File: src/sv/rbce_pkg.sv
// Shared types and constants for the ray-box closest edge hit block.
package rbce_pkg;

   typedef enum logic [3:0] {
      ST_IDLE,
      ST_LEN1,
      ST_LEN2,
      ST_EDGE,
      ST_MUL,
      ST_DIV,
      ST_CHK,
      ST_SQ1,
      ST_SQ2,
      ST_OUT
   } back_state_type;

   localparam logic [1:0] SIDE_TOP    = 2'd0;
   localparam logic [1:0] SIDE_BOTTOM = 2'd1;
   localparam logic [1:0] SIDE_LEFT   = 2'd2;
   localparam logic [1:0] SIDE_RIGHT  = 2'd3;

   localparam int FAR_SHIFT = 40;

endpackage

File: src/sv/rbce_front.sv
// Front stage: accepts requests and marks the edges that cannot be hit.
module rbce_front
   import rbce_pkg::*;
#(
   parameter int CW = 16
) (
   input  logic            clock,
   input  logic            reset,
   input  logic            req_tvalid,
   output logic            req_tready,
   input  logic [8*CW-1:0] req_tdata,
   output logic            item_valid,
   input  logic            item_ready,
   output logic [8*CW-1:0] item_data,
   output logic [3:0]      item_mask
);

   logic            valid_ff, valid_in;
   logic [8*CW-1:0] data_ff;
   logic [3:0]      mask_ff, mask_in;
   logic [CW-1:0]   x1, y1, x2, y2, bl, bt, br, bb;
   logic            take;

   assign x1 = req_tdata[0*CW +: CW];
   assign y1 = req_tdata[1*CW +: CW];
   assign x2 = req_tdata[2*CW +: CW];
   assign y2 = req_tdata[3*CW +: CW];
   assign bl = req_tdata[4*CW +: CW];
   assign bt = req_tdata[5*CW +: CW];
   assign br = req_tdata[6*CW +: CW];
   assign bb = req_tdata[7*CW +: CW];

   assign req_tready = !valid_ff || item_ready;
   assign take       = req_tvalid && req_tready;

   // A set mask bit means a parallel ray or a zero-length edge.
   always_comb begin
      mask_in[SIDE_TOP]    = (y1 == y2) || (bl == br);
      mask_in[SIDE_BOTTOM] = (y1 == y2) || (bl == br);
      mask_in[SIDE_LEFT]   = (x1 == x2) || (bt == bb);
      mask_in[SIDE_RIGHT]  = (x1 == x2) || (bt == bb);
      valid_in = take ? 1'b1 : (item_ready ? 1'b0 : valid_ff);
   end

   always_ff @(posedge clock) begin
      if (reset) begin
         valid_ff <= 1'b0;
      end else begin
         valid_ff <= valid_in;
      end
      if (take) begin
         data_ff <= req_tdata;
         mask_ff <= mask_in;
      end
   end

   assign item_valid = valid_ff;
   assign item_data  = data_ff;
   assign item_mask  = mask_ff;

endmodule

File: src/sv/rbce_queue.sv
// Two-entry queue between the front stage and the edge engine.
module rbce_queue
   import rbce_pkg::*;
#(
   parameter int DW = 132
) (
   input  logic          clock,
   input  logic          reset,
   input  logic          push_valid,
   output logic          push_ready,
   input  logic [DW-1:0] push_data,
   output logic          pop_valid,
   input  logic          pop,
   output logic [DW-1:0] pop_data
);

   logic [DW-1:0] mem_ff [2];
   logic          wr_ff, wr_in, rd_ff, rd_in;
   logic [1:0]    cnt_ff, cnt_in;
   logic          do_push, do_pop;

   assign push_ready = (cnt_ff != 2'd2);
   assign pop_valid  = (cnt_ff != 2'd0);
   assign pop_data   = mem_ff[rd_ff];
   assign do_push    = push_valid && push_ready;
   assign do_pop     = pop && pop_valid;

   always_comb begin
      wr_in  = do_push ? !wr_ff : wr_ff;
      rd_in  = do_pop ? !rd_ff : rd_ff;
      cnt_in = cnt_ff + 2'(do_push) - 2'(do_pop);
   end

   always_ff @(posedge clock) begin
      if (reset) begin
         wr_ff  <= 1'b0;
         rd_ff  <= 1'b0;
         cnt_ff <= 2'd0;
      end else begin
         wr_ff  <= wr_in;
         rd_ff  <= rd_in;
         cnt_ff <= cnt_in;
      end
      if (do_push) begin
         mem_ff[wr_ff] <= push_data;
      end
   end

endmodule

File: src/sv/rbce_back.sv
// Edge engine: per-edge intersection, serial divide, distance compare, result register.
module rbce_back
   import rbce_pkg::*;
#(
   parameter int CW = 16
) (
   input  logic                           clock,
   input  logic                           reset,
   input  logic                           item_valid,
   output logic                           item_pop,
   input  logic [8*CW-1:0]                item_data,
   input  logic [3:0]                     item_mask,
   output logic                           rsp_tvalid,
   input  logic                           rsp_tready,
   output logic [((2*CW+3+7)/8)*8-1:0]    rsp_tdata
);

   localparam int DW   = CW + 1;
   localparam int PW   = 2 * DW;
   localparam int SW   = PW + 1;
   localparam int CMPW = (PW > FAR_SHIFT + 1) ? PW : FAR_SHIFT + 1;
   localparam int TW   = CMPW + 2;
   localparam int CNTW = $clog2(PW);
   localparam int OW   = ((2 * CW + 3 + 7) / 8) * 8;
   localparam logic [CMPW-1:0] FAR_LIMIT = CMPW'(1) << FAR_SHIFT;

   function automatic logic signed [DW-1:0] sdiff(input logic signed [CW-1:0] a,
                                                  input logic signed [CW-1:0] b);
      sdiff = DW'(a) - DW'(b);
   endfunction

   function automatic logic [DW-1:0] mag(input logic signed [DW-1:0] v);
      mag = v[DW-1] ? DW'(-v) : DW'(v);
   endfunction

   function automatic logic btw(input logic signed [TW-1:0] v,
                                input logic signed [TW-1:0] a,
                                input logic signed [TW-1:0] b);
      btw = (a <= b) ? (v >= a && v <= b) : (v >= b && v <= a);
   endfunction

   back_state_type state_ff, state_in;

   logic [1:0]        k_ff, k_in;
   logic [8*CW-1:0]   itm_ff, itm_in;
   logic [3:0]        mask_ff, mask_in;
   logic [DW-1:0]     op_a_ff, op_a_in, op_b_ff, op_b_in, dyh_ff, dyh_in;
   logic [DW-1:0]     den_ff, den_in, rem_ff, rem_in;
   logic              neg_ff, neg_in;
   logic [PW-1:0]     div_ff, div_in, sq_ff, sq_in;
   logic [CNTW-1:0]   cnt_ff, cnt_in;
   logic [SW-1:0]     best_ff, best_in;
   logic              found_ff, found_in;
   logic [CW-1:0]     hx_ff, hx_in, hy_ff, hy_in, cx_ff, cx_in, cy_ff, cy_in;
   logic [1:0]        side_ff, side_in;
   logic              rsp_valid_ff, rsp_valid_in;
   logic [OW-1:0]     rsp_data_ff, rsp_data_in;

   logic signed [CW-1:0] x1, y1, x2, y2, bl, bt, br, bb;
   logic signed [CW-1:0] u1, v1, u2, v2, e, p, q;
   logic signed [CW-1:0] nx1, ny1, nx2, ny2;
   logic signed [DW-1:0] du, dv, den;
   logic [PW-1:0]        prod;
   logic [SW-1:0]        sq_sum;
   logic [DW:0]          r, rsub;
   logic                 ge;
   logic                 far, rnz, on_ray, ok, last, out_free;
   logic signed [TW-1:0] base, qs, tp, tn, t;
   logic signed [CW-1:0] iu, px, py;

   assign x1 = itm_ff[0*CW +: CW];
   assign y1 = itm_ff[1*CW +: CW];
   assign x2 = itm_ff[2*CW +: CW];
   assign y2 = itm_ff[3*CW +: CW];
   assign bl = itm_ff[4*CW +: CW];
   assign bt = itm_ff[5*CW +: CW];
   assign br = itm_ff[6*CW +: CW];
   assign bb = itm_ff[7*CW +: CW];

   assign nx1 = item_data[0*CW +: CW];
   assign ny1 = item_data[1*CW +: CW];
   assign nx2 = item_data[2*CW +: CW];
   assign ny2 = item_data[3*CW +: CW];

   // Horizontal edges run along x at a fixed y; vertical edges swap the axes.
   always_comb begin
      if (!k_ff[1]) begin
         u1 = x1; v1 = y1; u2 = x2; v2 = y2; p = bl; q = br;
         e  = (k_ff == SIDE_TOP) ? bt : bb;
      end else begin
         u1 = y1; v1 = x1; u2 = y2; v2 = x2; p = bt; q = bb;
         e  = (k_ff == SIDE_LEFT) ? bl : br;
      end
      du  = sdiff(u2, u1);
      dv  = sdiff(e, v1);
      den = sdiff(v2, v1);
   end

   assign prod   = op_a_ff * op_b_ff;
   assign sq_sum = SW'(sq_ff) + SW'(prod);

   assign r    = {rem_ff, div_ff[PW-1]};
   assign rsub = r - {1'b0, den_ff};
   assign ge   = (r >= {1'b0, den_ff});

   always_comb begin
      far  = CMPW'(div_ff) > FAR_LIMIT;
      rnz  = (rem_ff != '0);
      base = TW'(u1);
      qs   = $signed(TW'(div_ff));
      tp   = base + qs;
      tn   = base - qs;
      if (rnz && tp < 0) begin
         tp = tp + TW'(1);
      end
      if (rnz && tn > 0) begin
         tn = tn - TW'(1);
      end
      t      = neg_ff ? tn : tp;
      on_ray = ((u1 != u2) && btw(t, TW'(u1), TW'(u2)))
               || btw(TW'(e), TW'(v1), TW'(v2));
      ok     = !far && on_ray && btw(t, TW'(p), TW'(q));
      iu     = t[CW-1:0];
      px     = k_ff[1] ? e : iu;
      py     = k_ff[1] ? iu : e;
   end

   assign last     = (k_ff == SIDE_RIGHT);
   assign out_free = !rsp_valid_ff || rsp_tready;
   assign item_pop = (state_ff == ST_IDLE) && item_valid;

   always_comb begin
      state_in = state_ff;
      unique case (state_ff)
         ST_IDLE: begin
            if (item_valid) state_in = ST_LEN1;
         end
         ST_LEN1: state_in = ST_LEN2;
         ST_LEN2: state_in = ST_EDGE;
         ST_EDGE: begin
            if (!mask_ff[k_ff]) state_in = ST_MUL;
            else if (last) state_in = ST_OUT;
         end
         ST_MUL: state_in = ST_DIV;
         ST_DIV: begin
            if (cnt_ff == '0) state_in = ST_CHK;
         end
         ST_CHK: begin
            if (ok) state_in = ST_SQ1;
            else if (last) state_in = ST_OUT;
            else state_in = ST_EDGE;
         end
         ST_SQ1: state_in = ST_SQ2;
         ST_SQ2: state_in = last ? ST_OUT : ST_EDGE;
         ST_OUT: begin
            if (out_free) state_in = ST_IDLE;
         end
         default: state_in = ST_IDLE;
      endcase
   end

   always_comb begin
      k_in = k_ff; itm_in = itm_ff; mask_in = mask_ff;
      op_a_in = op_a_ff; op_b_in = op_b_ff; dyh_in = dyh_ff;
      den_in = den_ff; neg_in = neg_ff; div_in = div_ff; rem_in = rem_ff;
      cnt_in = cnt_ff; sq_in = sq_ff; best_in = best_ff; found_in = found_ff;
      hx_in = hx_ff; hy_in = hy_ff; cx_in = cx_ff; cy_in = cy_ff; side_in = side_ff;
      rsp_data_in = rsp_data_ff;
      rsp_valid_in = rsp_tready ? 1'b0 : rsp_valid_ff;
      unique case (state_ff)
         ST_IDLE: begin
            itm_in   = item_data;
            mask_in  = item_mask;
            op_a_in  = mag(sdiff(nx2, nx1));
            op_b_in  = mag(sdiff(nx2, nx1));
            dyh_in   = mag(sdiff(ny2, ny1));
            k_in     = SIDE_TOP;
            found_in = 1'b0;
            hx_in    = '0;
            hy_in    = '0;
            side_in  = SIDE_TOP;
         end
         ST_LEN1: begin
            sq_in   = prod;
            op_a_in = dyh_ff;
            op_b_in = dyh_ff;
         end
         ST_LEN2: begin
            best_in = sq_sum;
         end
         ST_EDGE: begin
            op_a_in = mag(du);
            op_b_in = mag(dv);
            den_in  = mag(den);
            neg_in  = du[DW-1] ^ dv[DW-1] ^ den[DW-1];
            if (mask_ff[k_ff]) k_in = k_ff + 2'd1;
         end
         ST_MUL: begin
            div_in = prod;
            rem_in = '0;
            cnt_in = CNTW'(PW - 1);
         end
         ST_DIV: begin
            div_in = {div_ff[PW-2:0], ge};
            rem_in = ge ? rsub[DW-1:0] : r[DW-1:0];
            cnt_in = cnt_ff - CNTW'(1);
         end
         ST_CHK: begin
            cx_in   = px;
            cy_in   = py;
            op_a_in = mag(sdiff(px, x1));
            op_b_in = mag(sdiff(px, x1));
            dyh_in  = mag(sdiff(py, y1));
            if (!ok) k_in = k_ff + 2'd1;
         end
         ST_SQ1: begin
            sq_in   = prod;
            op_a_in = dyh_ff;
            op_b_in = dyh_ff;
         end
         ST_SQ2: begin
            if (sq_sum <= best_ff) begin
               best_in  = sq_sum;
               found_in = 1'b1;
               hx_in    = cx_ff;
               hy_in    = cy_ff;
               side_in  = k_ff;
            end
            k_in = k_ff + 2'd1;
         end
         ST_OUT: begin
            if (out_free) begin
               rsp_valid_in = 1'b1;
               rsp_data_in  = OW'({side_ff, hy_ff, hx_ff, found_ff});
            end
         end
         default: ;
      endcase
   end

   always_ff @(posedge clock) begin
      if (reset) begin
         state_ff     <= ST_IDLE;
         rsp_valid_ff <= 1'b0;
      end else begin
         state_ff     <= state_in;
         rsp_valid_ff <= rsp_valid_in;
      end
      k_ff <= k_in; itm_ff <= itm_in; mask_ff <= mask_in;
      op_a_ff <= op_a_in; op_b_ff <= op_b_in; dyh_ff <= dyh_in;
      den_ff <= den_in; neg_ff <= neg_in; div_ff <= div_in; rem_ff <= rem_in;
      cnt_ff <= cnt_in; sq_ff <= sq_in; best_ff <= best_in; found_ff <= found_in;
      hx_ff <= hx_in; hy_ff <= hy_in; cx_ff <= cx_in; cy_ff <= cy_in;
      side_ff <= side_in; rsp_data_ff <= rsp_data_in;
   end

   assign rsp_tvalid = rsp_valid_ff;
   assign rsp_tdata  = rsp_data_ff;

endmodule

File: src/sv/ray_box_closest_edge_hit.sv
// Top level of the ray segment versus box closest edge hit block.
//
//   channel   direction   payload
//   req_      in          ray start, ray end, box corners
//   rsp_      out         hit flag, hit point, edge side
//
// Each request passes through the sequencing states, then visits each edge in turn;
// a parallel or degenerate edge is skipped, any other edge goes through the divide,
// and the distance is compared when its point counts. The edge engine uses a
// one-bit-per-cycle serial divider.
// Reset is synchronous and clears the handshake and sequencer state only.
// A two-entry queue lets new requests enter while the engine works, and the
// result register lets the engine finish while the response is stalled.
module ray_box_closest_edge_hit
   import rbce_pkg::*;
#(
   parameter int COORD_WIDTH = 16
) (
   input  logic                                    clock,
   input  logic                                    reset,
   input  logic                                    req_tvalid,
   output logic                                    req_tready,
   // ray_start_x, ray_start_y, ray_end_x, ray_end_y,
   // box_left, box_top, box_right, box_bottom
   input  logic [8*COORD_WIDTH-1:0]                req_tdata,
   output logic                                    rsp_tvalid,
   input  logic                                    rsp_tready,
   // hit, hit_x, hit_y, hit_side, zero fill
   output logic [((2*COORD_WIDTH+3+7)/8)*8-1:0]    rsp_tdata
);

   localparam int QW = 8 * COORD_WIDTH + 4;

   logic                     f_valid, q_ready, q_valid, q_pop;
   logic [8*COORD_WIDTH-1:0] f_data;
   logic [3:0]               f_mask;
   logic [QW-1:0]            q_data;

   rbce_front #(.CW(COORD_WIDTH)) u_front (
      .clock      (clock),
      .reset      (reset),
      .req_tvalid (req_tvalid),
      .req_tready (req_tready),
      .req_tdata  (req_tdata),
      .item_valid (f_valid),
      .item_ready (q_ready),
      .item_data  (f_data),
      .item_mask  (f_mask)
   );

   rbce_queue #(.DW(QW)) u_queue (
      .clock      (clock),
      .reset      (reset),
      .push_valid (f_valid),
      .push_ready (q_ready),
      .push_data  ({f_mask, f_data}),
      .pop_valid  (q_valid),
      .pop        (q_pop),
      .pop_data   (q_data)
   );

   rbce_back #(.CW(COORD_WIDTH)) u_back (
      .clock      (clock),
      .reset      (reset),
      .item_valid (q_valid),
      .item_pop   (q_pop),
      .item_data  (q_data[8*COORD_WIDTH-1:0]),
      .item_mask  (q_data[QW-1:8*COORD_WIDTH]),
      .rsp_tvalid (rsp_tvalid),
      .rsp_tready (rsp_tready),
      .rsp_tdata  (rsp_tdata)
   );

endmodule

File: config.mk
export PLATFORM = sky130hd
export DESIGN_NAME = ray_box_closest_edge_hit
export DESIGN_NICKNAME = d
export VERILOG_FILES = /design/src/sv/rbce_pkg.sv /design/src/sv/rbce_front.sv /design/src/sv/rbce_queue.sv /design/src/sv/rbce_back.sv /design/src/sv/ray_box_closest_edge_hit.sv
export SDC_FILE = /design/constraint.sdc
export NUM_CORES = 2
export LEC_CHECK = 0
export CAP_MARGIN = 15
export CORE_ASPECT_RATIO = 0.9
export CORE_UTILIZATION = 40
export DETAILED_ROUTE_END_ITERATION = 8
export DONT_BUFFER_PORTS = 1
export HOLD_SLACK_MARGIN = 0.12
export SYNTH_ARGS = -nofsm -noshare
export SYNTH_HDL_FRONTEND = slang
export SYNTH_SLANG_ARGS = --single-unit
File: constraint.sdc
create_clock -name clock -period 14.5 [get_ports clock]
set_input_delay 2.9 -clock clock [delete_from_list [all_inputs] [get_ports clock]]
set_output_delay 2.9 -clock clock [all_outputs]
set_load 0.03 [all_outputs]
==> implementation parameters <==
Parameter                              Value

Clocking
  Post-CTS sizing ... 0
  Number of buffers inserted by post-CTS setup repair ... 0
  TritonCTS Buffers ... 85
  Maximum buffer depth of the clock tree ... 3
  CTS Root Cell ... clkbuf_16
  Worst-skew pair later-pin latency ... 710 ps
  TritonCTS clock tree ... done
  Post-CTS clock slew at the launch and capture registers of the worst setup and hold paths ... 60 ps
  Sinks on the clock net ... 830
  H-tree depth ... 3
  Post-CTS Hold Buffers ... 0

GRT
  Largest net degree at the start of global routing ... 101
  Combined global-route utilization of all metal layers ... 0.2301
  Via count of the first global-routing pass ... 43840
  Total congestion overflow ... 0
  Antenna violations before repair ... 8
  Global-route wire length before repair ... 274700 um

Timing
  RSZ-0062 raised after global routing ... no
  Final setup violation count ... 0
  Total negative slack ... 0 ps
  Slack of the critical path ... 2268 ps
  Max-Slew Margin vs Limit ... 0.2272
  Worst-Margin Slew ... 1145 ps
  Maximum frequency from static timing analysis ... 0.08175 GHz
  Clock skew ... 53.64 ps
  Share of the cycle needed by the critical path after routing ... 0.8436
  Clock period minus worst slack ... 12230 ps
  Fin. Hold Viols ... 0
  Pins over their slew limit ... 0

Setup path
  Worst setup path class ... flip-flop to flip-flop
  Nature of the critical path endpoint ... flip-flop
  Kind of cell adding the most delay to the critical path ... adder cells
  Most common cell type on the critical path ... fa_1
  Maximum fanout count along the critical path ... 35
  Data required time of the worst path ... 14580 ps
  Launch point of the critical path ... u_back.op_a_ff[6]
  Worst path buffer plus inverter count ... 3
  Reg-to-reg critical path startpoint ... u_back.op_a_ff[6]
  Setup slack of the worst register-to-register path ... 2270 ps
  Worst path slowest cell ... nand3_2
  Largest incremental delay on the critical path ... 1080 ps
  CP arrival ... 12320 ps
  Launching element type of the critical path ... flip-flop

Status
  Result of the run ... finished clean

Placed design
  Total half-perimeter wirelength after legalization and detailed placement ... 145100 um
  Count of input and output buffers ... 0
  Post-placement worst setup slack ... 2363 ps
  Placer's final routability congestion estimate ... 0.9891

Routing
  Detail-routed via count per cell ... 5.567
  Via total after detailed routing ... 44820
  Routed wire length per instance ... 22.80 um
  First-pass iteration count of the detailed router ... 6
  Initial detailed-routing violation count ... 4133
  Routed Antenna Nets ... 0
  Number of design rule violations left after detail routing ... 0
  Detailed Route WL ... 183600 um

Synthesis
  Most common flop cell mapped by yosys ... edfxtp_1
  Dominant cell type by area after synthesis ... edfxtp_1
  Post-Synth Adder-Cell Area ... 0.1960
  XOR/XNOR Fraction of Synth Area ... 0.06156
  Number of enable-type register cells in the synthesized netlist ... 819
  Top-area cell type share of the netlist area ... 0.3939
  Register area share after synthesis ... 0.3974
  Share of flip-flops with an asynchronous set or reset ... 0
  Area fraction in and, or, nand and nor cells after synthesis ... 0.1301
  Cell types occupying the most area after synthesis ... edfxtp_1 39%, ha_1 12%, fa_1 7.5%
  Cell count after synthesis ... 5912
  Yosys warns ... 0
  Largest family of logic cells by synthesized area ... adder cells
  Synth unique cells ... 109
  Post-synth design cell area ... 62440 um^2
  Flops & latches, synth ... 830
  Compound-gate portion of the synthesized area ... 0.1173
  Mapped Avg Cell Area ... 10.56 um^2
  Fraction of synthesized area in multiplexers ... 0.04657

Hold path
  HP Class ... flip-flop to flip-flop
  Start point of the worst min-delay path ... u_back.side_ff[1]

Cells and area
  Layout Area Growth over Synthesis ... 8.252%
  FF/Latch Area ... 24820 um^2
  Filler cell count in the final layout ... 14710
  Total Nets Final ... 6863
  Multi-input gate area in the final layout ... 34550 um^2
  Fraction of layout cells with a size suffix above 1 ... 0.07041

Floorplanning
  Placement Rows ... 137
  Die Footprint ... 157700 um^2
  Width of the die ... 418.5 um
  Std-Cell Core Area ... 155000 um^2
  Vertical die dimension ... 376.8 um
  Effective utilization at floorplan ... 0.4029
  Boundary Pins ... 174

Run
  Max-cap viol count ... 0
[worst reg2reg max path, delay by kind of cell, from the launching register on]
family / cells / cell delay (ps)
adder cells (fa/ha/maj): 9 / 4220
AO/OA/AOI/OAI: 11 / 3010
AND/OR/NAND/NOR: 9 / 2840
flip-flops: 1 / 980
XOR/XNOR: 2 / 360
buffers and inverters: 3 / 150
[per-stage QoR]
stage	cell area [um^2]	hold slack [ps]	utilization	std cells
2_1_floorplan	62450	400.3	-	5916
3_3_place_gp	64840	404.9	0.4184	7892
3_5_place_dp	64840	406.2	0.4184	7892
4_1_cts	67580	421.2	0.4361	8050
5_1_grt	67580	429.5	0.4361	8050
6_report	67590	422.9	0.4362	8052
[cell families after synthesis]
group	count (synthesis)
compound gates	1131
xor+xnor	438
fa+ha+maj	837
buf+inv	808
flops	830
mux	272
other cells	1
simple gates	1595
[final timing paths]
kind | cells after the start | to
worst max register to register | 34 | u_back.hx_ff[10]
worst min register to register | 0 | u_back.rsp_tdata[34]
worst max-delay path | 34 | u_back.hx_ff[10]
worst min-delay path | 0 | u_back.rsp_tdata[34]
[cells in the final DEF, fill, tap and decap left out, types with 18 or more instances in the layout]
master / netlist / final
edfxtp_1: 819 / 819
inv_1: 636 / 634
ha_1: 602 / 602
nand2_1: 419 / 418
a21oi_1: 332 / 331
nor2_1: 329 / 326
xnor2_1: 263 / 263
fa_1: 235 / 235
o21ai_0: 216 / 216
and2_1: 183 / 183
xor2_1: 174 / 174
mux2_2: 148 / 148
a21o_1: 130 / 130
mux2i_1: 124 / 122
nor3_1: 122 / 122
clkbuf_16: 0 / 85
nand3_1: 81 / 80
nand4_1: 80 / 80
nor2b_1: 76 / 76
o21a_1: 68 / 68
buf_4: 7 / 59
a211oi_1: 56 / 56
or3_1: 55 / 55
nor4_1: 55 / 54
nand2b_1: 50 / 50
a31oi_1: 40 / 39
o21bai_1: 35 / 35
a21boi_0: 33 / 33
and3_1: 30 / 29
o211ai_1: 24 / 24
o31ai_1: 24 / 24
or2_2: 22 / 22
clkbuf_1: 124 / 20
or4_1: 18 / 18
[layer usage]
layer	track usage	up-vias	routed length (um)
met5	0	-	34
met4	0.05246	4	4161
met3	0.03763	223	13060
met2	0.3569	1459	81310
met1	0.3346	22090	85000
li1	-	21050	-
[flip-flops by register name (all words and copies together) (netlist names), 4 cells and up, named ones only]
| register | flops |
|---|---|
| u_back.op_b_ff | 17 |
| u_back.dyh_ff | 17 |
| u_back.hx_ff | 16 |
| u_back.cx_ff | 16 |
| u_back.itm_ff | 128 |
| u_back.div_ff | 34 |
| u_back.cy_ff | 16 |
| u_back.rem_ff | 17 |
| u_back.den_ff | 17 |
| u_back.rsp_tdata | 35 |
| u_queue.mem_ff | 260 |
| u_back.op_a_ff | 17 |
| u_back.sq_ff | 34 |
| u_back.cnt_ff | 6 |
| u_back.hy_ff | 16 |
| u_back.state_ff | 4 |
| u_front.item_data | 128 |
| u_back.best_ff | 35 |
[cells in the mapped netlist (12+ instances only)]
master	count
nor2b_1	76
or3_1	55
clkbuf_1	124
nand3_1	81
fa_1	235
buf_1	19
nand4_1	80
and2_1	183
a21oi_1	332
edfxtp_1	819
o31ai_1	24
a311oi_1	12
nor2_1	329
o211ai_1	24
nor3_1	122
o21ai_0	216
nor3b_1	12
or4_1	18
and3_1	30
xnor2_1	263
nor4_1	55
nand2b_1	50
o21a_1	68
a21o_1	130
inv_1	636
mux2_2	148
or2_2	22
xor2_1	174
mux2i_1	124
a211oi_1	56
a21boi_0	33
a31oi_1	40
ha_1	602
nand2_1	419
o21bai_1	35
[final cells by class]
class                      instances  share of cell area
inverter                         639             0.03552
clock inverter                    53            0.008034
tap                             2085             0.03860
sequential                       830              0.3672
clock buffer                     105             0.03258
timing repair buffer              60            0.006849
antenna                            2          0.00007405
multi-input combinational       4278              0.5112
Power is not shown: default switching activity piles up to over one toggle a cycle in this logic, so the estimate is an artifact.
